### src/hw/rtl/dstm_pkg.sv
// Shared package for the dual-stream timestamp matcher.
// Field widths, request and status codes, controller/datapath command types.
// No dependencies.
`timescale 1ns / 1ps

package dstm_pkg;

    localparam int TIME_W      = 40;
    localparam int SEQ_W       = 32;
    localparam int TOL_W       = 20;
    localparam int REQ_W       = 2;
    localparam int STATUS_W    = 3;
    localparam int QUEUE_DEPTH = 128;

    localparam logic [TOL_W-1:0] TOL_RESET = TOL_W'(5000);

    typedef enum logic [REQ_W-1:0] {
        REQ_PRIMARY   = 2'd0,
        REQ_SECONDARY = 2'd1,
        REQ_POLL      = 2'd2
    } t_req;

    typedef enum logic [STATUS_W-1:0] {
        ST_QUEUED     = 3'd0,
        ST_DROPPED    = 3'd1,
        ST_NO_TICK    = 3'd2,
        ST_PRIM_EMPTY = 3'd3,
        ST_MATCHED    = 3'd4,
        ST_NO_MATCH   = 3'd5
    } t_status;

    // controller -> datapath
    typedef struct packed {
        logic    req_load;
        logic    push_prim;
        logic    push_sec;
        logic    set_pending;
        logic    clr_pending;
        logic    pop_prim;
        logic    pop_sec;
        logic    cap_prim;
        logic    cmp_sec;
        logic    take_match;
        logic    load_out;
        logic    status_en;
        t_status status;
    } t_cmd;

    // datapath -> controller
    typedef struct packed {
        logic [REQ_W-1:0] req_type;
        logic             trigger;
        logic             pending;
        logic             prim_full;
        logic             prim_empty;
        logic             sec_full;
        logic             sec_empty;
        logic             match;
        logic             newer;
        logic             out_free;
    } t_dp_stat;

endpackage

### src/hw/rtl/dstm_ctrl.sv
// Controller state machine: sequences pushes, polls and the secondary walk.
// Depends on dstm_pkg; talks to the datapath only through t_cmd / t_dp_stat.
`timescale 1ns / 1ps

module dstm_ctrl (
    input  logic               i_clk,
    input  logic               i_rst_n,
    input  logic               i_in_valid,
    output logic               o_in_ready,
    input  dstm_pkg::t_dp_stat i_stat,
    output dstm_pkg::t_cmd     o_cmd
);

    typedef enum logic [2:0] {
        S_IDLE,
        S_EXEC,
        S_PRIM_WAIT,
        S_SEC_CMP,
        S_SEC_EVAL,
        S_DONE
    } t_state;

    t_state r_state, n_state;
    logic   r_in_ready;

    always_comb begin
        n_state = r_state;
        o_cmd   = '0;
        unique case (r_state)
            S_IDLE: begin
                if (i_in_valid) begin
                    o_cmd.req_load = 1'b1;
                    n_state        = S_EXEC;
                end
            end
            S_EXEC: begin
                o_cmd.status_en = 1'b1;
                n_state         = S_DONE;
                unique case (i_stat.req_type)
                    dstm_pkg::REQ_PRIMARY: begin
                        o_cmd.set_pending = i_stat.trigger;
                        o_cmd.push_prim   = !i_stat.prim_full;
                        o_cmd.status      = i_stat.prim_full ? dstm_pkg::ST_DROPPED
                                                             : dstm_pkg::ST_QUEUED;
                    end
                    dstm_pkg::REQ_SECONDARY: begin
                        o_cmd.push_sec = !i_stat.sec_full;
                        o_cmd.status   = i_stat.sec_full ? dstm_pkg::ST_DROPPED
                                                         : dstm_pkg::ST_QUEUED;
                    end
                    dstm_pkg::REQ_POLL: begin
                        if (!i_stat.pending) begin
                            o_cmd.status = dstm_pkg::ST_NO_TICK;
                        end else if (i_stat.prim_empty) begin
                            o_cmd.clr_pending = 1'b1;
                            o_cmd.status      = dstm_pkg::ST_PRIM_EMPTY;
                        end else begin
                            o_cmd.clr_pending = 1'b1;
                            o_cmd.pop_prim    = 1'b1;
                            o_cmd.status      = dstm_pkg::ST_NO_MATCH;
                            n_state           = S_PRIM_WAIT;
                        end
                    end
                    default: begin
                        o_cmd.status = dstm_pkg::ST_NO_TICK;
                    end
                endcase
            end
            S_PRIM_WAIT: begin
                o_cmd.cap_prim = 1'b1;
                if (i_stat.sec_empty) begin
                    n_state = S_DONE;
                end else begin
                    o_cmd.pop_sec = 1'b1;
                    n_state       = S_SEC_CMP;
                end
            end
            S_SEC_CMP: begin
                o_cmd.cmp_sec = 1'b1;
                n_state       = S_SEC_EVAL;
            end
            S_SEC_EVAL: begin
                if (i_stat.match) begin
                    o_cmd.take_match = 1'b1;
                    o_cmd.status_en  = 1'b1;
                    o_cmd.status     = dstm_pkg::ST_MATCHED;
                    n_state          = S_DONE;
                end else if (i_stat.newer || i_stat.sec_empty) begin
                    n_state = S_DONE;
                end else begin
                    o_cmd.pop_sec = 1'b1;
                    n_state       = S_SEC_CMP;
                end
            end
            S_DONE: begin
                if (i_stat.out_free) begin
                    o_cmd.load_out = 1'b1;
                    n_state        = S_IDLE;
                end
            end
            default: begin
                n_state = S_IDLE;
            end
        endcase
    end

    always_ff @(posedge i_clk) begin
        if (!i_rst_n) begin
            r_state    <= S_IDLE;
            r_in_ready <= 1'b1;
        end else begin
            r_state    <= n_state;
            r_in_ready <= (n_state == S_IDLE);
        end
    end

    assign o_in_ready = r_in_ready;

`ifndef SYNTHESIS
    a_ready_idle: assert property (@(posedge i_clk) disable iff (!i_rst_n)
        o_in_ready == (r_state == S_IDLE))
        else $error("ready out of step with state");
    a_accept_exec: assert property (@(posedge i_clk) disable iff (!i_rst_n)
        (o_in_ready && i_in_valid) |=> (r_state == S_EXEC))
        else $error("accepted word not executed");
    a_walk_single_op: assert property (@(posedge i_clk) disable iff (!i_rst_n)
        !(o_cmd.pop_sec && o_cmd.push_sec) && !(o_cmd.pop_prim && o_cmd.push_prim))
        else $error("push and pop together");
`endif

endmodule

### config.mk
export PLATFORM = sky130hd
export DESIGN_NAME = dstm_ctrl
export DESIGN_NICKNAME = d
export VERILOG_FILES = /design/src/hw/rtl/dstm_pkg.sv /design/src/hw/rtl/dstm_ctrl.sv
export SDC_FILE = /design/constraint.sdc
export NUM_CORES = 1
export LEC_CHECK = 0
export BUFFER_PORTS_ARGS = -buffer_cell sky130_fd_sc_hd__buf_4
export CAP_MARGIN = 10
export CORE_AREA = 4 4 41 43
export DETAILED_ROUTE_END_ITERATION = 7
export DIE_AREA = 0 0 45 47
export GPL_TIMING_DRIVEN = 0
export PLACE_DENSITY = 0.68
export SKIP_CTS_REPAIR_TIMING = 1
export SYNTH_ARGS = -nofsm -noshare
export SYNTH_HDL_FRONTEND = slang
export SYNTH_SLANG_ARGS = --single-unit
### constraint.sdc
create_clock -name i_clk -period 2.7 [get_ports i_clk]
set_input_delay 0.135 -clock i_clk [delete_from_list [all_inputs] [get_ports i_clk]]
set_output_delay 0.135 -clock i_clk [all_outputs]
set_load 0.05 [all_outputs]
[Yosys cells after proc, flatten, opt, wreduce, memory -nomap -nowiden]
Cells that the tools add are included.
Storage, ports and cells
  bits in registers: 4
  bits in latches: 0
  bits in writable memories: 0
  memory bits (read-only): 0
  input port bits: 14
  output and inout bits: 16
  logic and storage cells: 50
  memories kept: 0
Operators by class
  add/sub/neg operators: 0
  $mul: 0
  divide/modulo/power cells: 0
  magnitude comparators: 0
  equality and inequality tests: 7
  shifts and indexed selects: 0
  muxes and demuxes: 35
  bitwise gates (word level): 0
  reductions and logical operators: 6
Operators with widths (number)
  $mux 3: 10
  $pmux 3 s6: 1
  $mux 1: 17
  $pmux 3 s3: 1
  $pmux 4 s2: 1
  $eq 3x2->1 const B: 2
  $eq 3x3->1 const B: 2
  $logic_not 3->1: 2
  $mux 5: 1
  $mux 2: 2
  $mux 4: 1
  $eq 3x1->1 const B: 1
  $eq 2x1->1 const B: 1
  $eq 2x2->1 const B: 1
  $logic_not 1->1: 2
  $logic_not 2->1: 1
  $pmux 1 s2: 1
  $logic_or 1x1->1: 1

[Longest topological paths before layout]
  word-level depth: 5
  gate-level depth with buffers: 4
  gate-level depth less buffers: 3

[Worst setup path before layout]
No wires, ideal clock.
  path kind: register -> output
  from: reg r_state[0]
  to: out o_cmd[12] (netlist name)
  arrival: 2450 ps
  required time: 2565 ps
  slack: 115 ps
  stages on the path, launching flop included: 4
  buffers on the path: 1
  path through: dfxtp_1 or3b_1 buf_2 nor4b_1
RTL lines
  start: declaration: RTL line dstm_ctrl.sv:23  | t_state r_state, n_state;
  start signal: assignment: RTL line dstm_ctrl.sv:112  | r_state <= n_state;
  end: declaration: RTL line dstm_ctrl.sv:11  | output dstm_pkg::t_cmd o_cmd

==> out/qor.yml <==
synthesis:
  synth_top_area_cell: "dfxtp_1"
  synth.top_cells.by_count: "7 x nand2_1, 6 x inv_1, 4 x dfxtp_1, 4 x nor2_1, 4 x nor3_1"
  yosysMostFrequentCell: "nand2_1"
  synth_edf_count: 0
  syn_avg_cell_area_um2: 7.054
  synthSimpleGateAreaFrac_pct: 46.79
  syn_area_um2: 409.1
  synthCells: 58
  ys_types: 31
  synthArstFlopShare_pct: 0
  yosysTopAreaCellShare_pct: 19.57
  synth_nets: 72
  synth_top_family_by_area: "simple AND/OR/NAND/NOR gates"
  synth-xor-area-share_pct: 0
  synth-seq-cells: 4
  seq_area_frac_synth_pct: 19.57
  synth-compound-area-share_pct: 21.10
  muxShareOfSynthArea_pct: 2.446
  yosys-top-cells-area: "dfxtp_1 20%, nand2_1 6.4%, nor4b_1 6.4%"
  yosys_warnings: 0
  synth-adder-area-share_pct: 0
  synthFlopType: "dfxtp_1"
global_routing:
  grt_pass1_vias: 486
  grt_max_degree: 11
  grtUsageMet2_pct: 23.73
  grt_overflow: 0
  grt_use_met3_pct: 6.130
  grt_pass1_wl_um: 2021
  use_met1_pct: 14.81
  grt_use_total_pct: 13.04
  antenna_found_initial: 0
  top_usage_layer: "met2"
job:
  max_cap_viol_count: 0
clock_tree:
  clock_path_buffers: 2
  insertion_delay_ns: 0.23
  clkSinkCount: 4
  cts-root-buf: "clkbuf_4"
  cts_tree: "done"
  cts_made_buffers: 3
  path_clk_slew_ns: 0.04
  htreeDepth: 1
layout:
  layout-drive-gt1-share_pct: 44.44
  layout.nets: 106
  final_cells: 105
  area_growth_pct: 63.30
  diodes: 0
setup_path:
  cpPeakStageDelay_ns: 0.50
  worstPathArrival_ns: 1.66
  start_kind: "register"
  critical_path.top_delay_family: "simple AND/OR/NAND/NOR gates"
  cp-end-kind: "output pin"
  path_max_fanout: 10
  cpMaxStageDelayCell: "or3b_2"
  path_class: "register to output pin"
  cp_cell_sequence: "buf_2, nand2b_1, or3b_2, nand2_1, buf_4"
  cp_num_buf_inv: 2
  required_ns: 2.57
detailed_routing:
  first_iter_violations: 7
  wl_per_cell_um: 12.15
  drc: 0
  ant_nets: 0
  wl_um: 1276
  vias: 525
  drt-pass1-iter-count: 3
  vias_per_cell: 5.000
outcome:
  run_status: "finished, final reports clean"
timing:
  setup_viol: 0
  fin_setup_tns_ns: 0
  slew_headroom_pct: 76.24
  min_period_over_period_pct: 66.57
  tightest_slew_ns: 0.3564
  hold_viol: 0
  slew_violations: 0
  rsz0062_at_grt: "false"
  final.min_clock_period_ns: 1.797
  max_freq_ghz: 0.5564
  skew_ns: 0.001680
pwr:
  vdd_drop_max_uv: 295.4
  power_density_mw_per_mm2: 447.9
  switching_share_pct: 42.23
  switching_power_uw: 126.4
  power.leakage_uw: 0.0003421
  seqPwrFrac_pct: 23.6
  internal_power_uw: 172.9
  clkPwrFrac_pct: 23.9
  pwr-share-comb_pct: 52.5
floorplanning:
  die_area_mm2: 0.002115
  fp.dieH_um: 47
  design.core.area_mm2: 0.001301
  die_x_um: 45
  rows: 13
  start_util_pct: 31.44
  ios: 30
placed_design:
  hpwl_um: 1076
  io_buffers: 29
  dp_cells: 102
  gp_congestion: 0.8448
worst_hold_path:
  hold_path.class: "primary input to register"
## layout by cell type (no fill, tap or decap), types with 2 or more instances in the layout
master	instances
dfxtp_1	4
nor4_1	3
o211ai_1	2
nand2_1	7
buf_2	3
buf_4	29
inv_1	6
nor2_1	4
nor3_1	4
nor4b_1	3
clkbuf_4	3
## cells by family after synthesis
kind of cell           count (synthesis)
buffers and inverters                 10
muxes                                  1
AOI/OAI and AO/OA                     12
DFF                                    4
and+or+nand+nor                       31
## area by class of cell
| cell class | instances | area (µm²) |
|---|---|---|
| multi-input cells | 44 | 287.8 |
| well taps | 15 | 18.77 |
| flip-flops and latches | 4 | 80.08 |
| plain buffers | 4 | 18.77 |
| repair buffers | 29 | 217.7 |
| clock buffers | 3 | 22.52 |
| fillers | 140 | 633.1 |
| inverters | 6 | 22.52 |
## worst paths after layout
check	end	start	cells past startpoint	slack [ns]
max	o_cmd[3]	r_state[1]	5	0.90
min	o_in_ready	i_rst_n	2	0.08
max reg2reg	r_state[1]	r_state[0]	4	1.36
min reg2reg	r_state[2]	r_state[0]	2	0.63
## registers in the layout, indices dropped and copies added, names as in the netlist
name / cells
o_in_ready: 1
r_state: 3
## stage by stage
stage                     instance area [µm²]  worst slack, ns  util (%)  hold slack, ns  total power [µW]
after global routing                    668.1           0.7515     51.35         0.06696             322.2
after CTS                               668.1           0.8831     51.35         0.07599             304.4
after detailed placement                645.6            1.138     49.62          0.3218             229.7
after global placement                  645.6            1.151     49.62          0.3189             227.1
final                                   668.1           0.9027     51.35         0.08296             299.2
after floorplan                         409.1           0.1155         -          0.1969             174.8
## metal layers
layer  wire length (µm)  up-vias
li1                   -      272
met1                546      238
met2                642       15
met3                 87        0
met4                  0        0
met5                  0        -
## power groups by stage
stage                     sequential (µW)  clock, µW  combinational (µW)
after floorplan                      76.0          0                98.8
after global placement               71.0          0                 156
after detailed placement             71.5          0                 158
after CTS                            70.5       75.2                 159
after global routing                 71.1       82.9                 168
final                                70.5       71.5                 157
Power figures use the tool's default switching activity.
